===== src/sv/md5bc_pkg.sv =====
// ----------------------------------------------------------------------------
// md5bc_pkg
// Shared types, constants and round tables for the MD5 compression engine.
// ----------------------------------------------------------------------------
package md5bc_pkg;

	// Input word: command bit and one little-endian message word
	typedef struct packed {
		logic        cmd;
		logic [31:0] msg_word;
	} in_t;

	// Result word: the four chaining words after a block
	typedef struct packed {
		logic [31:0] digest_a;
		logic [31:0] digest_b;
		logic [31:0] digest_c;
		logic [31:0] digest_d;
	} out_t;

	// Controller to datapath commands
	typedef struct packed {
		logic       restart;   // return chaining words to initial values
		logic       wr_word;   // store a message word
		logic [3:0] wr_idx;    // block position of that word
		logic       load;      // copy chaining words into the working set
		logic       round_en;  // run one round
		logic [5:0] rnd;       // round index
		logic       finish;    // fold working set into chaining words
	} dp_cmd_t;

	localparam logic       CMD_START = 1'b0;
	localparam logic       CMD_WORD  = 1'b1;
	localparam logic [3:0] LAST_WORD = 4'd15;
	localparam logic [5:0] LAST_RND  = 6'd63;

	localparam logic [31:0] INIT_A = 32'h67452301;
	localparam logic [31:0] INIT_B = 32'hefcdab89;
	localparam logic [31:0] INIT_C = 32'h98badcfe;
	localparam logic [31:0] INIT_D = 32'h10325476;

	// Additive round constants (integer part of |sin(i+1)| * 2^32)
	function automatic logic [31:0] sine_k(input logic [5:0] r);
		logic [31:0] k;
		case (r)
			6'd0:  k = 32'hd76aa478;  6'd1:  k = 32'he8c7b756;
			6'd2:  k = 32'h242070db;  6'd3:  k = 32'hc1bdceee;
			6'd4:  k = 32'hf57c0faf;  6'd5:  k = 32'h4787c62a;
			6'd6:  k = 32'ha8304613;  6'd7:  k = 32'hfd469501;
			6'd8:  k = 32'h698098d8;  6'd9:  k = 32'h8b44f7af;
			6'd10: k = 32'hffff5bb1;  6'd11: k = 32'h895cd7be;
			6'd12: k = 32'h6b901122;  6'd13: k = 32'hfd987193;
			6'd14: k = 32'ha679438e;  6'd15: k = 32'h49b40821;
			6'd16: k = 32'hf61e2562;  6'd17: k = 32'hc040b340;
			6'd18: k = 32'h265e5a51;  6'd19: k = 32'he9b6c7aa;
			6'd20: k = 32'hd62f105d;  6'd21: k = 32'h02441453;
			6'd22: k = 32'hd8a1e681;  6'd23: k = 32'he7d3fbc8;
			6'd24: k = 32'h21e1cde6;  6'd25: k = 32'hc33707d6;
			6'd26: k = 32'hf4d50d87;  6'd27: k = 32'h455a14ed;
			6'd28: k = 32'ha9e3e905;  6'd29: k = 32'hfcefa3f8;
			6'd30: k = 32'h676f02d9;  6'd31: k = 32'h8d2a4c8a;
			6'd32: k = 32'hfffa3942;  6'd33: k = 32'h8771f681;
			6'd34: k = 32'h6d9d6122;  6'd35: k = 32'hfde5380c;
			6'd36: k = 32'ha4beea44;  6'd37: k = 32'h4bdecfa9;
			6'd38: k = 32'hf6bb4b60;  6'd39: k = 32'hbebfbc70;
			6'd40: k = 32'h289b7ec6;  6'd41: k = 32'heaa127fa;
			6'd42: k = 32'hd4ef3085;  6'd43: k = 32'h04881d05;
			6'd44: k = 32'hd9d4d039;  6'd45: k = 32'he6db99e5;
			6'd46: k = 32'h1fa27cf8;  6'd47: k = 32'hc4ac5665;
			6'd48: k = 32'hf4292244;  6'd49: k = 32'h432aff97;
			6'd50: k = 32'hab9423a7;  6'd51: k = 32'hfc93a039;
			6'd52: k = 32'h655b59c3;  6'd53: k = 32'h8f0ccc92;
			6'd54: k = 32'hffeff47d;  6'd55: k = 32'h85845dd1;
			6'd56: k = 32'h6fa87e4f;  6'd57: k = 32'hfe2ce6e0;
			6'd58: k = 32'ha3014314;  6'd59: k = 32'h4e0811a1;
			6'd60: k = 32'hf7537e82;  6'd61: k = 32'hbd3af235;
			6'd62: k = 32'h2ad7d2bb;  6'd63: k = 32'heb86d391;
			default: k = 32'h0;
		endcase
		return k;
	endfunction

	// Left-rotate amount per round
	function automatic logic [4:0] shift_s(input logic [5:0] r);
		logic [4:0] s;
		case ({r[5:4], r[1:0]})
			4'b0000: s = 5'd7;  4'b0001: s = 5'd12; 4'b0010: s = 5'd17; 4'b0011: s = 5'd22;
			4'b0100: s = 5'd5;  4'b0101: s = 5'd9;  4'b0110: s = 5'd14; 4'b0111: s = 5'd20;
			4'b1000: s = 5'd4;  4'b1001: s = 5'd11; 4'b1010: s = 5'd16; 4'b1011: s = 5'd23;
			4'b1100: s = 5'd6;  4'b1101: s = 5'd10; 4'b1110: s = 5'd15; 4'b1111: s = 5'd21;
			default: s = 5'd0;
		endcase
		return s;
	endfunction

	// Message word picked by each round
	function automatic logic [3:0] word_sel(input logic [5:0] r);
		logic [3:0] rl;
		logic [3:0] sel;
		rl = r[3:0];
		case (r[5:4])
			2'd0:    sel = rl;
			2'd1:    sel = (rl * 4'd5) + 4'd1;
			2'd2:    sel = (rl * 4'd3) + 4'd5;
			default: sel = rl * 4'd7;
		endcase
		return sel;
	endfunction

	// Nonlinear round function F, G, H or I
	function automatic logic [31:0] mix_fn(input logic [5:0] r, input logic [31:0] b,
			input logic [31:0] c, input logic [31:0] d);
		logic [31:0] m;
		case (r[5:4])
			2'd0:    m = (b & c) | (~b & d);
			2'd1:    m = (b & d) | (c & ~d);
			2'd2:    m = b ^ c ^ d;
			default: m = c ^ (b | ~d);
		endcase
		return m;
	endfunction

	function automatic logic [31:0] rotl32(input logic [31:0] v, input logic [4:0] s);
		logic [63:0] dbl;
		dbl = {v, v} << s;
		return dbl[63:32];
	endfunction

endpackage


===== src/sv/md5bc_ctrl.sv =====
// ----------------------------------------------------------------------------
// md5bc_ctrl
// Sequencer: counts message words, runs the 64 rounds, owns the result valid.
// ----------------------------------------------------------------------------
module md5bc_ctrl (
	input  logic                clk,
	input  logic                arst_n,
	input  logic                in_valid,
	output logic                in_ready,
	input  logic                in_cmd,
	output logic                out_valid,
	input  logic                out_ready,
	output md5bc_pkg::dp_cmd_t  dp_cmd
);

	localparam logic [1:0] ST_IDLE   = 2'd0;
	localparam logic [1:0] ST_LOAD   = 2'd1;
	localparam logic [1:0] ST_ROUND  = 2'd2;
	localparam logic [1:0] ST_FINISH = 2'd3;

	logic [1:0] state_q;
	logic [3:0] cnt_q;
	logic [5:0] rnd_q;
	logic       out_valid_q;
	logic       in_acc;
	logic       slot_free;

	assign in_ready  = (state_q == ST_IDLE);
	assign in_acc    = in_valid && in_ready;
	assign slot_free = !out_valid_q || out_ready;
	assign out_valid = out_valid_q;

	// Decode commands for the datapath
	always_comb begin
		dp_cmd          = '0;
		dp_cmd.restart  = in_acc && (in_cmd == md5bc_pkg::CMD_START);
		dp_cmd.wr_word  = in_acc && (in_cmd == md5bc_pkg::CMD_WORD);
		dp_cmd.wr_idx   = cnt_q;
		dp_cmd.load     = (state_q == ST_LOAD);
		dp_cmd.round_en = (state_q == ST_ROUND);
		dp_cmd.rnd      = rnd_q;
		dp_cmd.finish   = (state_q == ST_FINISH) && slot_free;
	end

	// Advance word count, round counter and state
	always_ff @(posedge clk or negedge arst_n) begin
		if (!arst_n) begin
			state_q <= ST_IDLE;
			cnt_q   <= '0;
			rnd_q   <= '0;
		end else begin
			case (state_q)
				ST_IDLE: begin
					if (in_acc) begin
						if (in_cmd == md5bc_pkg::CMD_START) begin
							cnt_q <= '0;
						end else begin
							cnt_q <= cnt_q + 4'd1;
							if (cnt_q == md5bc_pkg::LAST_WORD) begin
								state_q <= ST_LOAD;
							end
						end
					end
				end
				ST_LOAD: begin
					rnd_q   <= '0;
					state_q <= ST_ROUND;
				end
				ST_ROUND: begin
					rnd_q <= rnd_q + 6'd1;
					if (rnd_q == md5bc_pkg::LAST_RND) begin
						state_q <= ST_FINISH;
					end
				end
				ST_FINISH: begin
					if (slot_free) begin
						state_q <= ST_IDLE;
					end
				end
				default: state_q <= ST_IDLE;
			endcase
		end
	end

	// Hold the result valid until the word is taken
	always_ff @(posedge clk or negedge arst_n) begin
		if (!arst_n) begin
			out_valid_q <= 1'b0;
		end else if (dp_cmd.finish) begin
			out_valid_q <= 1'b1;
		end else if (out_ready) begin
			out_valid_q <= 1'b0;
		end
	end

`ifndef SYNTHESIS
	a_last_word_starts: assert property (@(posedge clk) disable iff (!arst_n)
		(in_acc && in_cmd == md5bc_pkg::CMD_WORD && cnt_q == md5bc_pkg::LAST_WORD)
		|=> (state_q == ST_LOAD))
		else $error("sixteenth word did not start compression");
	a_start_clears_count: assert property (@(posedge clk) disable iff (!arst_n)
		(in_acc && in_cmd == md5bc_pkg::CMD_START) |=> (cnt_q == 4'd0))
		else $error("start command left word count nonzero");
	a_rounds_end: assert property (@(posedge clk) disable iff (!arst_n)
		(state_q == ST_ROUND && rnd_q == md5bc_pkg::LAST_RND) |=> (state_q == ST_FINISH))
		else $error("round sequence did not end after the last round");
	a_finish_waits: assert property (@(posedge clk) disable iff (!arst_n)
		(state_q == ST_FINISH && !slot_free) |=> (state_q == ST_FINISH && out_valid_q))
		else $error("result overwritten while still pending");
`endif

endmodule


===== src/sv/md5bc_datapath.sv =====
// ----------------------------------------------------------------------------
// md5bc_datapath
// Block buffer, chaining words, working registers and the round unit.
// ----------------------------------------------------------------------------
module md5bc_datapath (
	input  logic                clk,
	input  logic                arst_n,
	input  logic [31:0]         msg_word,
	input  md5bc_pkg::dp_cmd_t  dp_cmd,
	output md5bc_pkg::out_t     digest
);

	logic [31:0] block_words [16];
	logic [31:0] chain_a_q, chain_b_q, chain_c_q, chain_d_q;
	logic [31:0] a_q, b_q, c_q, d_q;
	logic [31:0] pre_q;
	md5bc_pkg::out_t digest_q;

	logic [5:0]  next_rnd;
	logic [31:0] pre_base;
	logic [31:0] pre_next;
	logic [31:0] round_sum;
	logic [31:0] b_next;

	// Store message words
	always_ff @(posedge clk) begin
		if (dp_cmd.wr_word) begin
			block_words[dp_cmd.wr_idx] <= msg_word;
		end
	end

	// Precompute a + K + M for the following round
	assign next_rnd = dp_cmd.load ? 6'd0 : dp_cmd.rnd + 6'd1;
	assign pre_base = dp_cmd.load ? chain_a_q : d_q;
	assign pre_next = pre_base + md5bc_pkg::sine_k(next_rnd)
		+ block_words[md5bc_pkg::word_sel(next_rnd)];

	// One MD5 round
	assign round_sum = md5bc_pkg::mix_fn(dp_cmd.rnd, b_q, c_q, d_q) + pre_q;
	assign b_next    = b_q + md5bc_pkg::rotl32(round_sum, md5bc_pkg::shift_s(dp_cmd.rnd));

	// Advance the working set
	always_ff @(posedge clk) begin
		if (dp_cmd.load) begin
			a_q   <= chain_a_q;
			b_q   <= chain_b_q;
			c_q   <= chain_c_q;
			d_q   <= chain_d_q;
			pre_q <= pre_next;
		end else if (dp_cmd.round_en) begin
			a_q   <= d_q;
			b_q   <= b_next;
			c_q   <= b_q;
			d_q   <= c_q;
			pre_q <= pre_next;
		end
	end

	// Chaining words: restart or fold in the finished block
	always_ff @(posedge clk or negedge arst_n) begin
		if (!arst_n) begin
			chain_a_q <= md5bc_pkg::INIT_A;
			chain_b_q <= md5bc_pkg::INIT_B;
			chain_c_q <= md5bc_pkg::INIT_C;
			chain_d_q <= md5bc_pkg::INIT_D;
		end else if (dp_cmd.restart) begin
			chain_a_q <= md5bc_pkg::INIT_A;
			chain_b_q <= md5bc_pkg::INIT_B;
			chain_c_q <= md5bc_pkg::INIT_C;
			chain_d_q <= md5bc_pkg::INIT_D;
		end else if (dp_cmd.finish) begin
			chain_a_q <= chain_a_q + a_q;
			chain_b_q <= chain_b_q + b_q;
			chain_c_q <= chain_c_q + c_q;
			chain_d_q <= chain_d_q + d_q;
		end
	end

	// Result register
	always_ff @(posedge clk) begin
		if (dp_cmd.finish) begin
			digest_q.digest_a <= chain_a_q + a_q;
			digest_q.digest_b <= chain_b_q + b_q;
			digest_q.digest_c <= chain_c_q + c_q;
			digest_q.digest_d <= chain_d_q + d_q;
		end
	end

	assign digest = digest_q;

endmodule


===== src/sv/md5_block_compress.sv =====
// ----------------------------------------------------------------------------
// md5_block_compress
// MD5 compression engine: collects 16 message words, runs 64 rounds.
// ----------------------------------------------------------------------------
// Each accepted word is stored in a 16-entry block buffer; a start word
// (cmd 0) returns the chaining words to the MD5 initial values and drops
// any partial block. The sixteenth word launches the compression: a load
// step, the 64 rounds of the single round unit (one round per cycle) and a
// finish step that adds the result into the chaining words. The input is
// not ready while the rounds run. The digest sits in an output register,
// so word collection for the next block goes on while it waits; the
// finish step stalls only if the previous digest is still untaken.
// Reset loads the MD5 initial chaining words, as a start word does.
// ----------------------------------------------------------------------------
module md5_block_compress (
	input  logic             clk,
	input  logic             arst_n,
	input  logic             in_valid,
	output logic             in_ready,
	input  md5bc_pkg::in_t   in_data,
	output logic             out_valid,
	input  logic             out_ready,
	output md5bc_pkg::out_t  out_data
);

	md5bc_pkg::dp_cmd_t dp_cmd;

	md5bc_ctrl u_ctrl (
		.clk       (clk),
		.arst_n    (arst_n),
		.in_valid  (in_valid),
		.in_ready  (in_ready),
		.in_cmd    (in_data.cmd),
		.out_valid (out_valid),
		.out_ready (out_ready),
		.dp_cmd    (dp_cmd)
	);

	md5bc_datapath u_datapath (
		.clk      (clk),
		.arst_n   (arst_n),
		.msg_word (in_data.msg_word),
		.dp_cmd   (dp_cmd),
		.digest   (out_data)
	);

endmodule

===== config.mk =====
export PLATFORM = sky130hd
export DESIGN_NAME = md5_block_compress
export DESIGN_NICKNAME = d
export VERILOG_FILES = /design/src/sv/md5bc_pkg.sv /design/src/sv/md5bc_ctrl.sv /design/src/sv/md5bc_datapath.sv /design/src/sv/md5_block_compress.sv
export SDC_FILE = /design/constraint.sdc
export NUM_CORES = 2
export LEC_CHECK = 0
export BUFFER_PORTS_ARGS = -buffer_cell sky130_fd_sc_hd__buf_2
export CORE_ASPECT_RATIO = 0.7
export CORE_UTILIZATION = 46
export DETAILED_ROUTE_END_ITERATION = 8
export GPL_TIMING_DRIVEN = 0
export PLACE_DENSITY = 0.63
export SLEW_MARGIN = 20
export SYNTH_ARGS = -nofsm -noshare
export SYNTH_HDL_FRONTEND = slang
export SYNTH_SLANG_ARGS = --single-unit

===== constraint.sdc =====
create_clock -name clk -period 17.1 [get_ports clk]
set_input_delay 3.42 -clock clk [delete_from_list [all_inputs] [get_ports clk]]
set_output_delay 3.42 -clock clk [all_outputs]
set_load 0.05 [all_outputs]

==> metrics.yaml <==
status: "completed"
die-area_um2: 123000
fin_nets: 6035
cp-end-kind: "register"
drt_iter0_markers: 7582
ys_types: 89
grt_pass1_vias: 42400
max_flop_register: "u_datapath.block_words"
fillCellCount: 10700
largest_reg_flops: 512
tightest_slew_ps: 1390
postCtsHoldBufs: 0
netlist_instances: 5394
cts_tree: "built"
cp.arrival_ps: 12370
numCtsBuffers: 93
slew_viol_final: 0
fin_setup_tns_ps: 0
fin_skew_ps: 65.1
whs_ps: 502
dpl.hpwl_mm: 172
rsz0062_at_grt: "false"
slowest_delay_ps: 880
synthTopCellsByArea: "edfxtp_1, ha_1, nand2_1, dfrtp_1, a21oi_1"
drcViolationCount: 0
hold_class: "register to register"
die_w_um: 418
layout-drive-gt1-share_pct: 11.4
async_flop_share_pct: 15.0
ant_nets: 0
period_minus_slack_ps: 11900
grt_pass1_wl_mm: 313
synth_ff_type: "edfxtp_1"
setup_viol: 0
dr_total_vias: 47500
wl_per_cell_um: 30.2
yosysWarnings: 0
cp_common_cell: "a21oi_1"
dr.pass1.iters: 6
synth.net_count: 5736
clk_latency_ps: 730
placementRows: 106
max_freq_ghz: 0.0840
grt_max_degree: 76
htree_levels: 3
cp.required_ps: 17570
synth_top_area_share_pct: 43.1
ios: 167
overflow: 0
syn_avg_cell_area_um2: 10.3
maxCapViolCount: 0
finalCritPeriodShare_pct: 69.6
hold_viol: 0
dp_slack_ps: 5670
fp.coreArea_um2: 120000
cp_slowest_cell: "a21oi_1"
clk_pin_slew_ps: 70
viasPerCell: 6.41
routed_wl_mm: 223
yosys.area.top_type: "edfxtp_1"
criticalPathCategory: "register to register"
gp_congestion: 1.02
ys_ff_latch: 941
port-buffer-count: 166
fin_ws_ps: 5200
cts_setup_buffers: 0
ys_seq_area_share_pct: 49.6
crit_family: "buffers and inverters"
max-slew-margin-rel_pct: 7.41
path_buf_inv: 10
worstPathMaxFanout: 12
synth_edf_count: 800
cts_sinks: 941
start_kind: "register"
syn2layout_area_growth_pct: 12.1
grt_usage_pct: 35.6
antenna_found_initial: 10
cts_buffer_depth: 3
root_buffer: "clkbuf_16"
syn-cell-area_um2: 55800
die_h_um: 293
cts.repair.resized: 0
start_util_pct: 46.6
stage by stage:
stage	area [um^2]	std cells	util (%)
finish	62500	7399	52.2
global route	62500	7392	52.2
CTS	62500	7391	52.2
detailed placement	59400	7217	49.6
global placement	58600	7180	48.9
floorplan	55800	5394	-
final timing paths:
| check | startpoint | slack [ps] | endpoint | cells after the start |
|---|---|---|---|---|
| min reg2reg | u_datapath.chain_d_q[6]$_DFFE_PN1P_ | 500 | u_datapath.chain_d_q[6]$_DFFE_PN1P_ | 2 |
| max | u_ctrl.rnd_q[0]$_DFFE_PN0P_ | 5200 | u_datapath.pre_q[31]$_DFFE_PP_ | 34 |
| max in group asynchronous | arst_n | 13480 | u_datapath.chain_b_q[0]$_DFFE_PN1P_ | 2 |
| min in group asynchronous | arst_n | 2710 | u_datapath.chain_d_q[11]$_DFFE_PN0P_ | 1 |
| min | u_datapath.chain_d_q[6]$_DFFE_PN1P_ | 500 | u_datapath.chain_d_q[6]$_DFFE_PN1P_ | 2 |
| max reg2reg | u_ctrl.rnd_q[0]$_DFFE_PN0P_ | 5200 | u_datapath.pre_q[31]$_DFFE_PP_ | 34 |
cells by family after synthesis:
| kind of cell | after synthesis | synth area share (%) |
|---|---|---|
| and+or+nand+nor | 1614 | 13.1 |
| xor gates and xnor gates | 232 | 3.66 |
| muxes | 194 | 3.89 |
| buffers and inverters | 496 | 3.44 |
| adders and majority gates | 305 | 7.40 |
| DFF | 941 | 49.6 |
| AOI/OAI and AO/OA | 1612 | 18.9 |
cell usage in the layout, fill, tap and decap left out, types with 22 or more instances in the layout:
cell type,n
xnor2_1,177
and3_1,34
buf_2,211
a21o_1,142
dfstp_2,64
nor2_1,302
ha_1,263
o21bai_1,33
nand3_1,111
or2_2,43
inv_1,186
o22ai_1,24
clkbuf_1,239
edfxtp_1,800
a31oi_1,124
a211oi_1,233
a21oi_1,375
nand2_1,737
clkinv_1,23
o31ai_1,25
a311oi_1,80
o21ai_0,321
or3_1,32
fa_1,41
mux2_2,88
and2_1,144
clkbuf_16,94
xor2_1,54
o211ai_1,33
mux2i_1,96
nor3_1,71
nand2b_1,22
nor2b_1,25
dfrtp_1,77
buf_1,30
o21a_1,33
cell usage after synthesis, types with 13 or more instances:
| master | number |
|---|---|
| clkbuf_1 | 227 |
| o31ai_1 | 25 |
| mux2_2 | 88 |
| a211o_1 | 14 |
| nand3_1 | 111 |
| a31oi_1 | 124 |
| mux2i_1 | 96 |
| fa_1 | 41 |
| xnor2_1 | 177 |
| nand4_1 | 18 |
| edfxtp_1 | 800 |
| buf_2 | 45 |
| or3_1 | 32 |
| o211ai_1 | 33 |
| buf_1 | 31 |
| inv_1 | 186 |
| a311oi_1 | 80 |
| dfstp_2 | 64 |
| nor2b_1 | 25 |
| o22ai_1 | 24 |
| nor2_1 | 316 |
| a21oi_1 | 375 |
| a21o_1 | 142 |
| o21a_1 | 33 |
| xor2_1 | 54 |
| and3_1 | 34 |
| or2_2 | 43 |
| o2111ai_1 | 13 |
| and4_1 | 15 |
| ha_1 | 264 |
| a211oi_1 | 233 |
| o21ai_0 | 324 |
| o21bai_1 | 33 |
| nand2_1 | 737 |
| nor3_1 | 75 |
| and2_1 | 144 |
| nand2b_1 | 22 |
| a21boi_0 | 16 |
| dfrtp_1 | 77 |
final cells by class:
cell class / count / area [um^2] / area share (%)
Buffer: 304 / 1210 / 1.94
Antenna cell: 7 / 17.5 / 0.0280
Clock buffer: 116 / 2460 / 3.94
Inverter: 192 / 721 / 1.15
Sequential cell: 941 / 27600 / 44.2
Multi-Input combinational cell: 3957 / 26400 / 42.2
Tap cell: 1620 / 2030 / 3.24
Clock inverter: 58 / 627 / 1.00
Timing Repair Buffer: 204 / 1450 / 2.32
routing by layer:
| layer | part of all wire, % | track usage (%) | up-vias |
|---|---|---|---|
| met5 | 0.010 | 0 | - |
| met4 | 2.2 | 7.41 | 4 |
| met3 | 15 | 11.2 | 293 |
| met2 | 36 | 43.2 | 2965 |
| met1 | 47 | 59.1 | 23500 |
| li1 | - | - | 20700 |
worst register-to-register path, delay by kind of cell (launching register included):
| kind | cells | cell delay, ps |
|---|---|---|
| compound gates | 13 | 3940 |
| xor+xnor | 3 | 480 |
| fa+ha+maj | 6 | 2230 |
| buf+inv | 10 | 4010 |
| flops | 1 | 450 |
| simple gates | 2 | 580 |
Power is left out: the tool's default activity adds up to more than one toggle a clock period on the data nets, which glitch-free logic cannot reach.
